==> src/hw/rtl/vrp_pkg.sv <==
`default_nettype none
package vrp_pkg;

  localparam int COORD_BITS_DEF   = 16;
  localparam int CORDIC_STEPS_DEF = 16;

  localparam int ADDR_BITS  = 5;
  localparam int DATA_BITS  = 32;
  localparam int ANGLE_BITS = 16;
  localparam int SCALE_BITS = 16;
  localparam int SIZE_BITS  = 13;
  localparam int HALF_BITS  = 12;
  localparam int Q14_BITS   = 16;
  localparam int Q14_FRAC   = 14;
  localparam int COEF_BITS  = 18;
  localparam int CORD_XW    = 20;
  localparam int CORD_ZW    = 33;
  localparam int ATAN_COUNT = 24;

  localparam logic signed [CORD_XW-1:0] CORD_GAIN = 20'sd39797;

  localparam logic [2:0] REG_ANGLE_X       = 3'd0;
  localparam logic [2:0] REG_ANGLE_Y       = 3'd1;
  localparam logic [2:0] REG_ANGLE_Z       = 3'd2;
  localparam logic [2:0] REG_PROJ_SCALE    = 3'd3;
  localparam logic [2:0] REG_SCREEN_WIDTH  = 3'd4;
  localparam logic [2:0] REG_SCREEN_HEIGHT = 3'd5;

  // rotated coordinate, depth and numerator widths for a given coordinate width
  function automatic int rw_of(input int v);
    return COEF_BITS + v + 2 - Q14_FRAC;
  endfunction

  function automatic int dw_of(input int v);
    return rw_of(v) + 4;
  endfunction

  function automatic int nw_of(input int v);
    int a;
    int b;
    a = HALF_BITS + 1 + dw_of(v);
    b = SCALE_BITS + 1 + rw_of(v);
    return ((a > b) ? a : b) + 1;
  endfunction

  // arctangent of 2^-i in units of 2^-32 turn
  function automatic logic signed [CORD_ZW-1:0] atan_turn(input logic [4:0] i);
    logic signed [CORD_ZW-1:0] r;
    case (i)
      5'd0:  r = 33'sd536870912;
      5'd1:  r = 33'sd316933406;
      5'd2:  r = 33'sd167458907;
      5'd3:  r = 33'sd85004756;
      5'd4:  r = 33'sd42667331;
      5'd5:  r = 33'sd21354465;
      5'd6:  r = 33'sd10679838;
      5'd7:  r = 33'sd5340245;
      5'd8:  r = 33'sd2670163;
      5'd9:  r = 33'sd1335087;
      5'd10: r = 33'sd667544;
      5'd11: r = 33'sd333772;
      5'd12: r = 33'sd166886;
      5'd13: r = 33'sd83443;
      5'd14: r = 33'sd41722;
      5'd15: r = 33'sd20861;
      5'd16: r = 33'sd10430;
      5'd17: r = 33'sd5215;
      5'd18: r = 33'sd2608;
      5'd19: r = 33'sd1304;
      5'd20: r = 33'sd652;
      5'd21: r = 33'sd326;
      5'd22: r = 33'sd163;
      5'd23: r = 33'sd81;
      default: r = '0;
    endcase
    return r;
  endfunction

  // q1.14 product rounded back to q1.14
  function automatic logic signed [Q14_BITS-1:0] mulq(input logic signed [Q14_BITS-1:0] a,
                                                      input logic signed [Q14_BITS-1:0] b);
    logic signed [2*Q14_BITS-1:0] p;
    p = a * b;
    p = p + (2*Q14_BITS)'(1 << (Q14_FRAC - 1));
    return Q14_BITS'(p >>> Q14_FRAC);
  endfunction

  typedef struct packed {
    logic [ANGLE_BITS-1:0] angle_x;
    logic [ANGLE_BITS-1:0] angle_y;
    logic [ANGLE_BITS-1:0] angle_z;
    logic [SCALE_BITS-1:0] proj_scale;
    logic [SIZE_BITS-1:0]  screen_width;
    logic [SIZE_BITS-1:0]  screen_height;
    logic                  angle_wr;
  } cfg_t;

  typedef struct packed {
    logic signed [COEF_BITS-1:0] m00;
    logic signed [COEF_BITS-1:0] m01;
    logic signed [COEF_BITS-1:0] m02;
    logic signed [COEF_BITS-1:0] m10;
    logic signed [COEF_BITS-1:0] m11;
    logic signed [COEF_BITS-1:0] m12;
    logic signed [COEF_BITS-1:0] m20;
    logic signed [COEF_BITS-1:0] m21;
    logic signed [COEF_BITS-1:0] m22;
  } coef_t;

endpackage
`default_nettype wire

==> src/hw/rtl/vrp_regs.sv <==
`default_nettype none
module vrp_regs
  import vrp_pkg::*;
(
  input  wire logic                 clk,
  input  wire logic                 rst,
  input  wire logic                 psel,
  input  wire logic                 penable,
  input  wire logic                 pwrite,
  input  wire logic [ADDR_BITS-1:0] paddr,
  input  wire logic [DATA_BITS-1:0] pwdata,
  output logic      [DATA_BITS-1:0] prdata,
  output logic                      pready,
  output cfg_t                      cfg
);

  logic [ANGLE_BITS-1:0] angle_x;
  logic [ANGLE_BITS-1:0] angle_y;
  logic [ANGLE_BITS-1:0] angle_z;
  logic [SCALE_BITS-1:0] proj_scale;
  logic [SIZE_BITS-1:0]  screen_width;
  logic [SIZE_BITS-1:0]  screen_height;
  logic [2:0]            idx;
  logic                  wr;

  assign idx    = paddr[4:2];
  assign pready = 1'b1;
  assign wr     = psel && penable && pwrite;

  always_ff @(posedge clk) begin
    if (rst) begin
      angle_x       <= '0;
      angle_y       <= '0;
      angle_z       <= '0;
      proj_scale    <= SCALE_BITS'(3200);
      screen_width  <= SIZE_BITS'(1920);
      screen_height <= SIZE_BITS'(1080);
    end else if (wr) begin
      unique case (idx)
        REG_ANGLE_X:       angle_x       <= pwdata[ANGLE_BITS-1:0];
        REG_ANGLE_Y:       angle_y       <= pwdata[ANGLE_BITS-1:0];
        REG_ANGLE_Z:       angle_z       <= pwdata[ANGLE_BITS-1:0];
        REG_PROJ_SCALE:    proj_scale    <= pwdata[SCALE_BITS-1:0];
        REG_SCREEN_WIDTH:  screen_width  <= pwdata[SIZE_BITS-1:0];
        REG_SCREEN_HEIGHT: screen_height <= pwdata[SIZE_BITS-1:0];
        default: ;
      endcase
    end
  end

  always_comb begin
    unique case (idx)
      REG_ANGLE_X:       prdata = DATA_BITS'(angle_x);
      REG_ANGLE_Y:       prdata = DATA_BITS'(angle_y);
      REG_ANGLE_Z:       prdata = DATA_BITS'(angle_z);
      REG_PROJ_SCALE:    prdata = DATA_BITS'(proj_scale);
      REG_SCREEN_WIDTH:  prdata = DATA_BITS'(screen_width);
      REG_SCREEN_HEIGHT: prdata = DATA_BITS'(screen_height);
      default:           prdata = '0;
    endcase
  end

  always_comb begin
    cfg.angle_x       = angle_x;
    cfg.angle_y       = angle_y;
    cfg.angle_z       = angle_z;
    cfg.proj_scale    = proj_scale;
    cfg.screen_width  = screen_width;
    cfg.screen_height = screen_height;
    cfg.angle_wr      = wr && (idx == REG_ANGLE_X || idx == REG_ANGLE_Y || idx == REG_ANGLE_Z);
  end

endmodule
`default_nettype wire

==> config.mk <==
export PLATFORM = sky130hd
export DESIGN_NAME = vrp_regs
export DESIGN_NICKNAME = d
export VERILOG_FILES = /design/src/hw/rtl/vrp_pkg.sv /design/src/hw/rtl/vrp_regs.sv
export SDC_FILE = /design/constraint.sdc
export NUM_CORES = 1
export LEC_CHECK = 0
export BUFFER_PORTS_ARGS = -buffer_cell sky130_fd_sc_hd__buf_4
export CORE_MARGIN = 10
export CORE_UTILIZATION = 50
export CTS_CLUSTER_DIAMETER = 100
export CTS_CLUSTER_SIZE = 25
export DETAILED_ROUTE_END_ITERATION = 8
export PLACE_DENSITY = 0.81
export SLEW_MARGIN = 20
export SYNTH_ARGS = -nofsm -noshare
export SYNTH_HDL_FRONTEND = slang
export SYNTH_SLANG_ARGS = --single-unit
export TNS_END_PERCENT = 50
==> constraint.sdc <==
create_clock -name clk -period 2.1 [get_ports clk]
set_clock_uncertainty 0.15 [all_clocks]
set_input_delay 0.21 -clock clk [delete_from_list [all_inputs] [get_ports clk]]
set_output_delay 0.21 -clock clk [all_outputs]
set_load 0.02 [all_outputs]
# Word-level counts from Yosys, hierarchy flattened

Index checks and enable logic that the tools add are counted.

Output and inout port bits: 124
Bits in registers: 90
Logic and storage cells: 24
Input port bits: 42

Equality and inequality tests: 5
Multiplexer cells: 1
Reduce and logical (&&, ||, !) cells: 12

Operators by type and width:

| kind                                                 | count |
|---|---|
| one-hot mux 16 bit (6 select lines)                  | 1 |
| AND reduction 2 bit                                  | 6 |
| equality test 3 x 2 -> 1 bit (second input constant) | 2 |
| equality test 3 bit (second input constant)          | 2 |
| equality test 3 x 1 -> 1 bit (second input constant) | 1 |
| logical AND 1 bit                                    | 3 |
| zero test 3 bit                                      | 1 |
| logical OR 1 bit                                     | 2 |

# Longest topological paths before layout

Depth in word-level cells: 4
Mapped depth: 6
Gate-level depth less buffers: 3

# Worst setup path before layout

OpenSTA, ideal clock, no wires.

Path kind: input-to-output
Start: input port paddr[2]
End: output port prdata[11]
Stages on the path: 5
Arrival: 1367 ps
Path slack: 373 ps
Buffers on the path: 3
Path through: buf_2 -> buf_2 -> buf_2 -> mux2i_1 -> o21ai_0

Cells in the longest elaborated chain, start to end: 2
Elaborated cells between the ends (all ways): 7
Those cells by class: eq/ne (5); mux (1); reduce/logical (1)

RTL lines:

| item                                        | line           | RTL |
|---|---|---|
| from (decl)                                 | vrp_regs.sv:10 | `input wire logic [ADDR_BITS-1:0] paddr,` |
| equality test 3 bit (tied with other cells) | vrp_regs.sv:52 | `unique case (idx)` |
| one-hot mux 16 bit (6 select lines) (*)     | vrp_regs.sv:52 |  |
| to (decl)                                   | vrp_regs.sv:12 | `output logic [DATA_BITS-1:0] prdata,` |

Every way passes the cells marked *; elsewhere a longest branch is shown, timed or not.

# Final worst setup path

Start: input port paddr[2]
End: output port prdata[6]

The elaborated chain is that of the path after synthesis.

==> results.py <==
metrics = {
    "status": {
        "outcome": "finished clean",
    },
    "clocking": {
        "cts_root_buffer": "clkbuf_8",
        "hold_buffers": 15,
        "clock-sinks": 90,
        "cts_resized": 0,
        "cts_tree": "built",
        "clkTransAtPathRegs_ns": 0.08,
        "clk_latency_ns": 0.35,
        "clk_path_buf_depth": 2,
        "h-tree-depth": 3,
        "numCtsBuffers": 9,
        "post_cts_buffers": 0,
    },
    "setup_path": {
        "endpoint": "prdata[6]",
        "critPathCaptureType": "output pin",
        "cp.required_ns": 1.74,
        "r2r-end": "proj_scale[11]$_SDFFE_PP1P_",
        "start_kind": "input pin",
        "crit_type": "in2out",
        "cp.arrival_ns": 1.50,
        "setup.worst_path.start": "paddr[2]",
        "ff2ff_path_depth": 2,
        "path_max_fanout": 29,
        "timing.rr.start": "proj_scale[11]$_SDFFE_PP1P_",
        "regToRegSetupSlack_ns": 1.09,
    },
    "sta": {
        "max_slew.worst_pin.slew_ns": 0.579,
        "rsz0062_at_grt": "false",
        "finalSetupTns_ns": 0,
        "timing.fmax_mhz": 536,
        "layout_worst_path_cycle_share_pct": 88.8,
        "finalSetupViolCount": 0,
        "hold_violations": 0,
        "slew_headroom_pct": 61.3,
        "post-route-min-period_ns": 1.86,
        "maxSlewViolCount": 0,
    },
    "route": {
        "drt-total-wl_um": 15100,
        "avgRoutedWirePerCell_um": 20.4,
        "num_vias": 4273,
        "drc": 0,
        "drt_iter0_drc": 340,
        "antenna_left": 0,
        "detail_route.first_pass.iterations": 5,
        "viasPerCell": 5.77,
    },
    "grt": {
        "grt_overflow": 0,
        "grt_use_total_pct": 22.3,
        "antenna_found_initial": 0,
        "grt_pass1_vias": 4353,
        "grt_pass1_wl_um": 23700,
        "grt_start_max_net_pins": 53,
    },
    "power_and_ir_drop": {
        "p_leak_nw": 2.70,
        "power_mw": 3.29,
        "irDropWorstVdd_v": 0.000284,
        "p_per_area_nw_per_um2": 557,
    },
    "floorplan": {
        "dieHeight_um": 114,
        "die_w_um": 114,
        "dieArea_um2": 13100,
        "placeableCoreArea_um2": 8720,
        "initial_utilization_pct": 51.1,
        "rows": 34,
        "io_pins": 166,
    },
    "yosys": {
        "async_flop_share_pct": 0,
        "syn_inst": 481,
        "ys_ff_latch": 90,
        "yosysUniqueCellTypes": 40,
        "synthFlopType": "dfxtp_1",
        "yosysWarnings": 0,
        "syn_area_per_cell_um2": 9.27,
        "synth_area_um2": 4460,
        "ys_seq_area_share_pct": 40.4,
        "synth_edf_count": 0,
    },
    "final_layout": {
        "layout_common_cells": "buf_4 (160), dfxtp_1 (90), mux2i_1 (67)",
        "post-route-util_pct": 67.7,
        "final_area_um2": 5910,
        "stdcell_count": 740,
        "fin_nets": 669,
        "layout_commonest_cell": "buf_4",
        "syn_to_final_growth_pct": 32.4,
        "drive_gt1_share_pct": 31.5,
        "antenna_cells": 0,
    },
    "placement": {
        "placed_area_um2": 5570,
        "dp_hpwl_um": 10700,
        "io_buffers": 130,
        "gp_congestion": 0.869,
        "dp.cells": 709,
    },
    "worst_hold_path": {
        "hp-class": "in2reg",
    },
    "flow_run": {
        "maxCapViolCount": 0,
    },
}
==> metrics by stage <==
stage                     setup WS (ns)  hold WS [ns]
after floorplan                   0.373         0.178
after global placement            0.260         0.292
after detailed placement          0.267         0.299
after CTS                         0.263       0.00694
after global routing              0.177        0.0113
final                             0.235       0.00896
==> cell families (layout without fill, tap and decap cells) <==
kind of cell           after synthesis  after routing  synth area share, %
and+or+nand+nor                    142            142                 18.0
buffers and inverters               60            196                 7.63
other                                2             17                0.168
muxes                               84             84                 20.1
DFF                                 90             90                 40.4
AOI/OAI and AO/OA                  103            103                 13.7
==> power breakdown <==
group          leakage, nW  total, mW  switching (mW)  internal (mW)
registers            0.726       1.73          0.0112           1.72
clock network       0.0944       1.13           0.611          0.524
logic                 1.88      0.425           0.253          0.172
total                 2.70       3.29           0.875           2.41
==> how the worst min path moves through the flow <==
stage,slack (ns),startpoint,cells after the start,end
after global routing,0.01,pwdata[4],3,proj_scale[4]$_SDFFE_PP0P_
after floorplan,0.18,pwdata[3],1,screen_height[3]$_SDFFE_PP1P_
after global placement,0.29,pwdata[3],2,screen_height[3]$_SDFFE_PP1P_
after detailed placement,0.30,pwdata[3],2,screen_height[3]$_SDFFE_PP1P_
final,0.009,pwdata[4],3,proj_scale[4]$_SDFFE_PP0P_
after CTS,0.007,pwdata[4],3,proj_scale[4]$_SDFFE_PP0P_
==> worst max-delay path, stage by stage <==
cell      delay, ns
buf_4          0.36
nand2b_1       0.38
o211ai_1       0.34
buf_4          0.19
==> cell type report <==
cell class              instances  area [um2]
fillers                       696        2820
multi-input cells             346        2380
flip-flops and latches         90        1800
repair buffers                177        1390
clock buffers                  12         165
well taps                     108         135
clock inverters                 4        25.0
inverters                       3        11.3
==> flip-flops by register name, summed over array words and instances, names as in the netlist <==
name	count
angle_x	16
angle_y	16
angle_z	16
proj_scale	16
screen_height	13
screen_width	13
==> layer usage <==
layer | global-route usage, % | wire (um) | vias to the layer above | part of all wire (%)
li1 | - | - | 1950 | -
met1 | 28.0 | 6080 | 2070 | 40
met2 | 35.4 | 7180 | 222 | 48
met3 | 6.29 | 1530 | 31 | 10
met4 | 8.44 | 301 | 0 | 2.0
met5 | 0 | 0 | - | 0
==> Yosys cell counts, drive strengths merged, types with 4 or more instances <==
| cell type | instances | area share, % |
|---|---|---|
| mux2 | 14 | 3.5 |
| nor2 | 18 | 1.6 |
| a22oi | 4 | 0.67 |
| o221ai | 4 | 0.79 |
| dfxtp | 90 | 40 |
| nand2 | 10 | 0.90 |
| buf | 39 | 5.9 |
| nor2b | 22 | 3.1 |
| nand3 | 21 | 2.4 |
| clkbuf | 18 | 1.5 |
| mux2i | 67 | 15 |
| nand2b | 62 | 8.7 |
| a21oi | 21 | 2.4 |
| o21ai | 53 | 5.9 |
Note: power is estimated with default switching activity, not from simulation.
