<file path="src/hw/rtl/vrp_pkg.sv">
`default_nettype none
package vrp_pkg;

  localparam int COORD_BITS_DEF   = 16;
  localparam int CORDIC_STEPS_DEF = 16;

  localparam int ADDR_BITS  = 5;
  localparam int DATA_BITS  = 32;
  localparam int ANGLE_BITS = 16;
  localparam int SCALE_BITS = 16;
  localparam int SIZE_BITS  = 13;
  localparam int HALF_BITS  = 12;
  localparam int Q14_BITS   = 16;
  localparam int Q14_FRAC   = 14;
  localparam int COEF_BITS  = 18;
  localparam int CORD_XW    = 20;
  localparam int CORD_ZW    = 33;
  localparam int ATAN_COUNT = 24;

  localparam logic signed [CORD_XW-1:0] CORD_GAIN = 20'sd39797;

  localparam logic [2:0] REG_ANGLE_X       = 3'd0;
  localparam logic [2:0] REG_ANGLE_Y       = 3'd1;
  localparam logic [2:0] REG_ANGLE_Z       = 3'd2;
  localparam logic [2:0] REG_PROJ_SCALE    = 3'd3;
  localparam logic [2:0] REG_SCREEN_WIDTH  = 3'd4;
  localparam logic [2:0] REG_SCREEN_HEIGHT = 3'd5;

  // rotated coordinate, depth and numerator widths for a given coordinate width
  function automatic int rw_of(input int v);
    return COEF_BITS + v + 2 - Q14_FRAC;
  endfunction

  function automatic int dw_of(input int v);
    return rw_of(v) + 4;
  endfunction

  function automatic int nw_of(input int v);
    int a;
    int b;
    a = HALF_BITS + 1 + dw_of(v);
    b = SCALE_BITS + 1 + rw_of(v);
    return ((a > b) ? a : b) + 1;
  endfunction

  // arctangent of 2^-i in units of 2^-32 turn
  function automatic logic signed [CORD_ZW-1:0] atan_turn(input logic [4:0] i);
    logic signed [CORD_ZW-1:0] r;
    case (i)
      5'd0:  r = 33'sd536870912;
      5'd1:  r = 33'sd316933406;
      5'd2:  r = 33'sd167458907;
      5'd3:  r = 33'sd85004756;
      5'd4:  r = 33'sd42667331;
      5'd5:  r = 33'sd21354465;
      5'd6:  r = 33'sd10679838;
      5'd7:  r = 33'sd5340245;
      5'd8:  r = 33'sd2670163;
      5'd9:  r = 33'sd1335087;
      5'd10: r = 33'sd667544;
      5'd11: r = 33'sd333772;
      5'd12: r = 33'sd166886;
      5'd13: r = 33'sd83443;
      5'd14: r = 33'sd41722;
      5'd15: r = 33'sd20861;
      5'd16: r = 33'sd10430;
      5'd17: r = 33'sd5215;
      5'd18: r = 33'sd2608;
      5'd19: r = 33'sd1304;
      5'd20: r = 33'sd652;
      5'd21: r = 33'sd326;
      5'd22: r = 33'sd163;
      5'd23: r = 33'sd81;
      default: r = '0;
    endcase
    return r;
  endfunction

  // q1.14 product rounded back to q1.14
  function automatic logic signed [Q14_BITS-1:0] mulq(input logic signed [Q14_BITS-1:0] a,
                                                      input logic signed [Q14_BITS-1:0] b);
    logic signed [2*Q14_BITS-1:0] p;
    p = a * b;
    p = p + (2*Q14_BITS)'(1 << (Q14_FRAC - 1));
    return Q14_BITS'(p >>> Q14_FRAC);
  endfunction

  typedef struct packed {
    logic [ANGLE_BITS-1:0] angle_x;
    logic [ANGLE_BITS-1:0] angle_y;
    logic [ANGLE_BITS-1:0] angle_z;
    logic [SCALE_BITS-1:0] proj_scale;
    logic [SIZE_BITS-1:0]  screen_width;
    logic [SIZE_BITS-1:0]  screen_height;
    logic                  angle_wr;
  } cfg_t;

  typedef struct packed {
    logic signed [COEF_BITS-1:0] m00;
    logic signed [COEF_BITS-1:0] m01;
    logic signed [COEF_BITS-1:0] m02;
    logic signed [COEF_BITS-1:0] m10;
    logic signed [COEF_BITS-1:0] m11;
    logic signed [COEF_BITS-1:0] m12;
    logic signed [COEF_BITS-1:0] m20;
    logic signed [COEF_BITS-1:0] m21;
    logic signed [COEF_BITS-1:0] m22;
  } coef_t;

endpackage
`default_nettype wire

</file>
<file path="src/hw/rtl/vrp_div.sv">
`default_nettype none
module vrp_div
  import vrp_pkg::*;
#(
  parameter int COORD_BITS = COORD_BITS_DEF
) (
  input  wire logic                                clk,
  input  wire logic                                rst,
  input  wire logic                                in_valid,
  output logic                                     in_ready,
  input  wire logic signed [nw_of(COORD_BITS)-1:0] numx,
  input  wire logic signed [nw_of(COORD_BITS)-1:0] numy,
  input  wire logic signed [dw_of(COORD_BITS)-1:0] den,
  input  wire logic                                dz,
  output logic                                     out_valid,
  input  wire logic                                out_stall,
  output logic signed [COORD_BITS-1:0]             qx,
  output logic signed [COORD_BITS-1:0]             qy,
  output logic                                     qdz
);

  localparam int V  = COORD_BITS;
  localparam int DW = dw_of(V);
  localparam int NW = nw_of(V);
  localparam int WW = (NW > DW + V) ? NW : DW + V;

  localparam logic [V-1:0] HI = {1'b0, {(V-1){1'b1}}};
  localparam logic [V-1:0] LO = {1'b1, {(V-1){1'b0}}};

  logic           vld   [0:V];
  logic           en    [0:V+1];
  logic [WW-1:0]  rem_x [0:V];
  logic [WW-1:0]  rem_y [0:V];
  logic [V-1:0]   q_x   [0:V];
  logic [V-1:0]   q_y   [0:V];
  logic [DW-1:0]  ad    [0:V];
  logic           neg_x [0:V];
  logic           neg_y [0:V];
  logic           ov_x  [0:V];
  logic           ov_y  [0:V];
  logic           dzp   [0:V];

  logic [NW-1:0] ax_c, ay_c;
  logic [DW-1:0] ad_c;
  logic [WW-1:0] lim_c;

  function automatic logic [V-1:0] sat(input logic [V-1:0] q, input logic neg,
                                       input logic ov);
    logic [V-1:0] r;
    if (neg) begin
      r = (ov || (q[V-1] && (q[V-2:0] != '0))) ? LO : (~q + 1'b1);
    end else begin
      r = (ov || q[V-1]) ? HI : q;
    end
    return r;
  endfunction

  assign en[V+1]  = !out_valid || !out_stall;
  assign in_ready = en[0];

  for (genvar k = 0; k <= V; k++) begin : g_en
    assign en[k] = !vld[k] || en[k+1];
  end

  // magnitudes and overflow test
  assign ax_c  = numx[NW-1] ? NW'(-numx) : NW'(numx);
  assign ay_c  = numy[NW-1] ? NW'(-numy) : NW'(numy);
  assign ad_c  = den[DW-1] ? DW'(-den) : DW'(den);
  assign lim_c = WW'(ad_c) << V;

  always_ff @(posedge clk) begin
    if (rst) begin
      vld[0] <= 1'b0;
    end else if (en[0]) begin
      vld[0] <= in_valid;
    end
  end

  always_ff @(posedge clk) begin
    if (en[0]) begin
      rem_x[0] <= WW'(ax_c);
      rem_y[0] <= WW'(ay_c);
      q_x[0]   <= '0;
      q_y[0]   <= '0;
      ad[0]    <= ad_c;
      neg_x[0] <= numx[NW-1] ^ den[DW-1];
      neg_y[0] <= numy[NW-1] ^ den[DW-1];
      ov_x[0]  <= WW'(ax_c) >= lim_c;
      ov_y[0]  <= WW'(ay_c) >= lim_c;
      dzp[0]   <= dz;
    end
  end

  // one quotient bit per stage, most significant first
  for (genvar k = 1; k <= V; k++) begin : g_stage
    localparam int B = V - k;
    logic [WW-1:0] dsh;
    logic          ge_x, ge_y;

    assign dsh  = WW'(ad[k-1]) << B;
    assign ge_x = rem_x[k-1] >= dsh;
    assign ge_y = rem_y[k-1] >= dsh;

    always_ff @(posedge clk) begin
      if (rst) begin
        vld[k] <= 1'b0;
      end else if (en[k]) begin
        vld[k] <= vld[k-1];
      end
    end

    always_ff @(posedge clk) begin
      if (en[k]) begin
        rem_x[k] <= ge_x ? rem_x[k-1] - dsh : rem_x[k-1];
        rem_y[k] <= ge_y ? rem_y[k-1] - dsh : rem_y[k-1];
        q_x[k]   <= q_x[k-1] | (V'(ge_x) << B);
        q_y[k]   <= q_y[k-1] | (V'(ge_y) << B);
        ad[k]    <= ad[k-1];
        neg_x[k] <= neg_x[k-1];
        neg_y[k] <= neg_y[k-1];
        ov_x[k]  <= ov_x[k-1];
        ov_y[k]  <= ov_y[k-1];
        dzp[k]   <= dzp[k-1];
      end
    end
  end

  always_ff @(posedge clk) begin
    if (rst) begin
      out_valid <= 1'b0;
    end else if (en[V+1]) begin
      out_valid <= vld[V];
    end
  end

  always_ff @(posedge clk) begin
    if (en[V+1]) begin
      qdz <= dzp[V];
      if (dzp[V]) begin
        qx <= '0;
        qy <= '0;
      end else begin
        qx <= $signed(sat(q_x[V], neg_x[V], ov_x[V]));
        qy <= $signed(sat(q_y[V], neg_y[V], ov_y[V]));
      end
    end
  end

endmodule
`default_nettype wire

</file>
<file path="config.mk">
export PLATFORM = sky130hd
export DESIGN_NAME = vrp_div
export DESIGN_NICKNAME = d
export VERILOG_FILES = /design/src/hw/rtl/vrp_pkg.sv /design/src/hw/rtl/vrp_div.sv
export SDC_FILE = /design/constraint.sdc
export NUM_CORES = 2
export LEC_CHECK = 0
export ABC_CLOCK_PERIOD_IN_PS = 10550
export BUFFER_PORTS_ARGS = -buffer_cell sky130_fd_sc_hd__buf_4
export CAP_MARGIN = 10
export CORE_MARGIN = 4
export CORE_UTILIZATION = 30
export CTS_BUF_LIST = sky130_fd_sc_hd__clkbuf_8
export CTS_CLUSTER_DIAMETER = 60
export DETAILED_ROUTE_END_ITERATION = 16
export PLACE_DENSITY = 0.41
export SYNTH_ARGS = -nofsm -noshare
export SYNTH_HDL_FRONTEND = slang
export SYNTH_SLANG_ARGS = --single-unit
</file>
<file path="constraint.sdc">
create_clock -name clk -period 10.55 [get_ports clk]
set_input_delay 0.5275 -clock clk [delete_from_list [all_inputs] [get_ports clk]]
set_output_delay 0.5275 -clock clk [all_outputs]
set_load 0.01 [all_outputs]
</file>
* After elaboration in Yosys (flattened, before gate mapping) *
Memories as Yosys holds them, arrays and structs flattened.
Cells that the tools add are included.

storage, ports and cells
  flip-flop bits (word level) = 34
  latch bits = 0
  bits in writable memories = 2,516
  memory bits (read-only) = 0
  input bits = 111
  output and inout port bits = 35
  logic and storage cells = 312
  memories = 11

memories
  name             words  width  rd ports  clocked after Yosys merged registers in  wr ports  RTL line       RTL
  rem_x            17     42     16        0                                        17        vrp_div.sv:32  logic [WW-1:0] rem_x [0:V];
  rem_y            17     42     16        0                                        17        vrp_div.sv:33  logic [WW-1:0] rem_y [0:V];
  ad               17     26     16        0                                        17        vrp_div.sv:36  logic [DW-1:0] ad [0:V];
  q_x              17     16     17        0                                        17        vrp_div.sv:34  logic [V-1:0] q_x [0:V];
  q_y              17     16     17        0                                        17        vrp_div.sv:35  logic [V-1:0] q_y [0:V];
  dzp              17     1      17        0                                        17        vrp_div.sv:41  logic dzp [0:V];
  5 more memories  --     --     --        --                                       --        --

operators by class
  add/subtract/negate cells = 37
  multipliers = 0
  divide/modulo/power cells = 0
  magnitude comparators = 34
  equality and inequality tests = 0
  shift operators = 0
  muxes and demuxes = 128
  bitwise operators = 53
  reduce and logical (&&, ||, !) cells = 45

operators by type and width
  cell              number
  $mux 42           32
  $mux 16           6
  $mux 1            87
  $ge 40x42->1      2
  $ge 42x26->1      2
  $ge 42x27->1      2
  $ge 42x28->1      2
  $ge 42x29->1      2
  $ge 42x30->1      2
  $ge 42x31->1      2
  $ge 42x32->1      2
  $ge 42x33->1      2
  $ge 42x34->1      2
  $ge 42x35->1      2
  $ge 42x36->1      2
  $ge 42x37->1      2
  $ge 42x38->1      2
  $ge 42x39->1      2
  $ge 42x40->1      2
  $ge 42x41->1      2
  $sub 42x26->42    2
  $sub 42x27->42    2
  $sub 42x28->42    2
  $sub 42x29->42    2
  other kinds (40)  130

* Logic depth before layout (Yosys ltp) *
  word-level depth = 23
  gate-level depth with buffers = 21
  depth with buffers taken out = 21

* Worst setup path before layout *
OpenSTA, ideal clock, no wires.

  path type = input -> register
  from = input out_stall
  to = memory vld[0] (data pin)
  setup time = 0.283 ns
  data arrival time = 8.792 ns
  path slack = 1.475 ns
  cell stages on the path = 9
  path buffers = 0
  cell sequence = and3_1 and2_1 and3_1 and2_1 nand2_1 nor2_1 and3_1 nand3_1 and3b_1

RTL lines
  item                RTL line       RTL
  start: declaration  vrp_div.sv:16  input wire logic out_stall,
  end: declaration    vrp_div.sv:30  logic vld [0:V];

==> run_summary.xml <==
<?xml version="1.0" encoding="UTF-8"?>
<metrics>
  <group name="setup_path">
    <metric name="setup.worst_path.start_class" unit="">register</metric>
    <metric name="largest_fanout_of_any_net_on_the_critical_path" unit="">46</metric>
    <metric name="crit_required" unit="ps">10020</metric>
    <metric name="critical_path.endpoint_type" unit="">primary output</metric>
    <metric name="worst-endpoint-arrival" unit="ps">5760</metric>
    <metric name="criticalPathCategory" unit="">reg -&gt; out</metric>
  </group>
  <group name="power_and_ir_drop">
    <metric name="power_leakage" unit="nW">55.8</metric>
    <metric name="ir_worst_vdd" unit="uV">207</metric>
    <metric name="p_per_area" unit="mW/mm^2">305</metric>
  </group>
  <group name="cts">
    <metric name="post_cts_setup_buffer_count" unit="">0</metric>
    <metric name="cts.root.buffer_cell" unit="">sky130_fd_sc_hd__clkbuf_8</metric>
    <metric name="clkTransAtPathRegs" unit="ps">60</metric>
    <metric name="tritoncts" unit="">yes</metric>
    <metric name="clk_latency" unit="ps">1140</metric>
    <metric name="cts-buffers-inserted" unit="">413</metric>
    <metric name="ctsLongestPathBuffers" unit="">4</metric>
    <metric name="htree_levels" unit="">5</metric>
    <metric name="cts_num_sinks" unit="">2164</metric>
  </group>
  <group name="sta">
    <metric name="post-route-period-util" unit="%">59.6</metric>
    <metric name="timing.clock.skew" unit="ps">110</metric>
    <metric name="setup_repair_after_global_routing_missed_its_margin" unit="">no</metric>
    <metric name="fin_crit" unit="ps">6290</metric>
    <metric name="number_of_slew_limit_violations_in_the_final_report" unit="">0</metric>
    <metric name="timing.fmax" unit="MHz">159</metric>
    <metric name="worst_slew_pin_slew" unit="ps">1230</metric>
    <metric name="layout_setup_ws" unit="ps">4260</metric>
    <metric name="fin_setup_tns" unit="ps">0</metric>
    <metric name="report.final.setup_viol" unit="">0</metric>
    <metric name="finalHoldViolCount" unit="">0</metric>
    <metric name="max-slew-margin-rel" unit="%">17.0</metric>
  </group>
  <group name="routing">
    <metric name="drt_pass1_iterations" unit="">6</metric>
    <metric name="dr_total_vias" unit="">88300</metric>
    <metric name="drt-wirelength-per-cell" unit="microns">23.6</metric>
    <metric name="total_length_of_routed_wires" unit="microns">412000</metric>
    <metric name="drt.antenna.violating_nets" unit="">0</metric>
    <metric name="detail_route.vias_per_cell" unit="">5.05</metric>
    <metric name="initialDrtViolationCount" unit="">5784</metric>
    <metric name="drc" unit="">0</metric>
  </group>
  <group name="die">
    <metric name="dieHeight" unit="microns">650</metric>
    <metric name="num_rows" unit="">235</metric>
    <metric name="design.portCount" unit="">146</metric>
    <metric name="floorplan.initialDensity" unit="%">30.2</metric>
    <metric name="floorplan.die_area" unit="sq mm">0.423</metric>
    <metric name="fp.dieW" unit="microns">650</metric>
    <metric name="fp.coreArea" unit="sq mm">0.410</metric>
  </group>
  <group name="worst_hold_path">
    <metric name="min-delay-path-class" unit="">in -&gt; reg</metric>
  </group>
  <group name="yosys">
    <metric name="synth_async_sr_flop_share" unit="%">0</metric>
    <metric name="synth_common_cells" unit="">sky130_fd_sc_hd__edfxtp_1, sky130_fd_sc_hd__a21oi_1, sky130_fd_sc_hd__ha_1</metric>
    <metric name="netlist.area_leader.share" unit="%">52.5</metric>
    <metric name="ys_seq_area_share" unit="%">52.5</metric>
    <metric name="synth-seq-cells" unit="">2164</metric>
    <metric name="mappedNetlistNets" unit="">12100</metric>
    <metric name="netlist-cell-type-count" unit="">84</metric>
    <metric name="synthMostInstantiatedCell" unit="">sky130_fd_sc_hd__edfxtp_1</metric>
    <metric name="syn_avg_cell_area" unit="sq um">11.1</metric>
    <metric name="ys_warn_count" unit="">0</metric>
    <metric name="ys.flop_type" unit="">sky130_fd_sc_hd__edfxtp_1</metric>
    <metric name="yosys-top-cells-area" unit="">sky130_fd_sc_hd__edfxtp_1, sky130_fd_sc_hd__ha_1, sky130_fd_sc_hd__xnor2_1</metric>
    <metric name="syn_inst" unit="">11100</metric>
    <metric name="synth_top_cell_by_area" unit="">sky130_fd_sc_hd__edfxtp_1</metric>
    <metric name="post_synth_instance_area" unit="sq mm">0.124</metric>
    <metric name="number_of_flops_mapped_to_enable_cells_by_yosys" unit="">2163</metric>
  </group>
  <group name="layout">
    <metric name="post_route_cells_drive_above_1_share" unit="%">8.96</metric>
    <metric name="combined_area_of_the_multi_input_logic_cells" unit="sq mm">0.0555</metric>
    <metric name="number_of_filler_cells_placed_in_the_layout" unit="">40900</metric>
    <metric name="layout.core_utilization" unit="%">34.5</metric>
    <metric name="seqCellArea" unit="sq mm">0.0650</metric>
    <metric name="nets" unit="">12700</metric>
    <metric name="area_delta_synth_final" unit="%">14.5</metric>
  </group>
  <group name="global_routing">
    <metric name="grt_start_max_net_pins" unit="">112</metric>
    <metric name="gr-total-overflow" unit="">0</metric>
    <metric name="first_pass_grt_wire_length" unit="microns">604000</metric>
    <metric name="antenna_found_initial" unit="">10</metric>
    <metric name="grt_pass1_vias" unit="">90000</metric>
    <metric name="grt_usage" unit="%">19.0</metric>
  </group>
  <group name="status">
    <metric name="outcome" unit="">completed</metric>
  </group>
  <group name="run">
    <metric name="max_cap_viol_count" unit="">0</metric>
  </group>
  <group name="place">
    <metric name="gpl.final_weighted_congestion" unit="">0.914</metric>
    <metric name="dp_hpwl" unit="microns">334000</metric>
    <metric name="preCtsSetupSlack" unit="ps">4890</metric>
    <metric name="place.port_buffers" unit="">145</metric>
  </group>
</metrics>
==> kinds of logic after synthesis <==
logic type	Yosys count	share of synthesized area, %
xor+xnor	957	6.78
simple gates	3060	12.2
compound gates	2906	14.6
fa+ha+maj	914	9.43
flops	2164	52.5
mux	179	1.61
buf+inv	926	2.81
==> layout by cell type (no fill, tap or decap), types with 55 or more instances in the layout <==
cell type	synthesis	final
sky130_fd_sc_hd__nand3_1	150	149
sky130_fd_sc_hd__a211oi_1	108	108
sky130_fd_sc_hd__ha_1	884	884
sky130_fd_sc_hd__o31ai_1	95	95
sky130_fd_sc_hd__edfxtp_1	2163	2163
sky130_fd_sc_hd__dlygate4sd3_1	0	179
sky130_fd_sc_hd__xor2_1	383	383
sky130_fd_sc_hd__nor2_1	858	857
sky130_fd_sc_hd__nand2_1	758	749
sky130_fd_sc_hd__o21ai_0	692	690
sky130_fd_sc_hd__clkinv_1	2	90
sky130_fd_sc_hd__and3_1	69	69
sky130_fd_sc_hd__a21o_1	373	373
sky130_fd_sc_hd__nand2b_1	153	152
sky130_fd_sc_hd__nor4_1	130	123
sky130_fd_sc_hd__xnor2_1	574	574
sky130_fd_sc_hd__inv_1	702	802
sky130_fd_sc_hd__nand4_1	129	129
sky130_fd_sc_hd__nor2b_1	121	120
sky130_fd_sc_hd__clkbuf_8	0	415
sky130_fd_sc_hd__buf_4	0	222
sky130_fd_sc_hd__or4_1	65	65
sky130_fd_sc_hd__nor3_1	227	225
sky130_fd_sc_hd__mux2_2	161	161
sky130_fd_sc_hd__a21oi_1	952	950
sky130_fd_sc_hd__a31oi_1	61	60
sky130_fd_sc_hd__or3_1	112	112
sky130_fd_sc_hd__o21bai_1	83	82
sky130_fd_sc_hd__o21a_1	144	144
sky130_fd_sc_hd__or2_2	55	55
==> through the flow <==
step                cell area [sq um]  total power [mW]  hold slack [ps]  instances
floorplan                      124000              28.5              400      11100
finish                         142000              43.2              162      17500
global placement               132000              35.1              401      16600
global route                   142000              46.4             35.6      17500
detailed placement             132000              35.1              405      16600
CTS                            142000              43.7             3.07      17500
==> worst paths after layout <==
check | startpoint | to | slack (ps) | depth (start not counted)
max reg2reg | ad[0][287] | rem_x[0][539] | 5180 | 12
min reg2reg | rem_x[0][170] | rem_x[0][212] | 350 | 0
min | numx[39] | rem_x[0][19] | 160 | 3
max | out_valid | in_ready | 4260 | 9
==> layout make-up <==
cell class,instances,share of cell area [%]
Multi-Input combinational cell,8016,39.2
Tap cell,5451,4.82
Timing Repair Buffer,403,2.47
Inverter,705,1.89
Clock buffer,415,4.03
Sequential cell,2164,45.9
Antenna cell,9,0.0159
Clock inverter,324,1.65
==> power by group <==
part	switching, mW	internal (mW)	total (mW)
logic	11.1	7.98	19.1
registers	2.42	13.5	15.9
clock network	3.79	4.40	8.19
total	17.3	25.8	43.2
==> worst max-delay path, cell delays in order (launching register included) <==
cell                      delay, ps
sky130_fd_sc_hd__dfxtp_1        370
sky130_fd_sc_hd__and3_1         240
sky130_fd_sc_hd__and2_1         350
sky130_fd_sc_hd__and3_1         340
sky130_fd_sc_hd__and2_1         370
sky130_fd_sc_hd__nand2_4        300
sky130_fd_sc_hd__nor2_1         850
sky130_fd_sc_hd__and3_1         520
sky130_fd_sc_hd__nand3_4        680
sky130_fd_sc_hd__buf_4          480
==> repair_timing <==
action	CTS	global route
hold endpoints to repair	173	0
hold buffers	179	0
resized for setup	0	0
==> state kept, by name, summed over array words and instances (netlist names) <==
register and count:
rem_x 670, rem_y 670, ad 416, q_x 136, q_y 136, dzp 17, neg_x 17, neg_y 17
ov_x 17, ov_y 17, vld 17, qx 16, qy 16, out_valid 1, qdz 1
==> layer usage <==
metal	GRT usage [%]	vias up	part of all wire (%)
li1	-	42800	-
met1	22.5	43100	41
met2	35.2	1817	52
met3	2.04	661	3.0
met4	6.90	2	4.0
met5	0	-	0.0032
(Power assumes the default switching activity.)
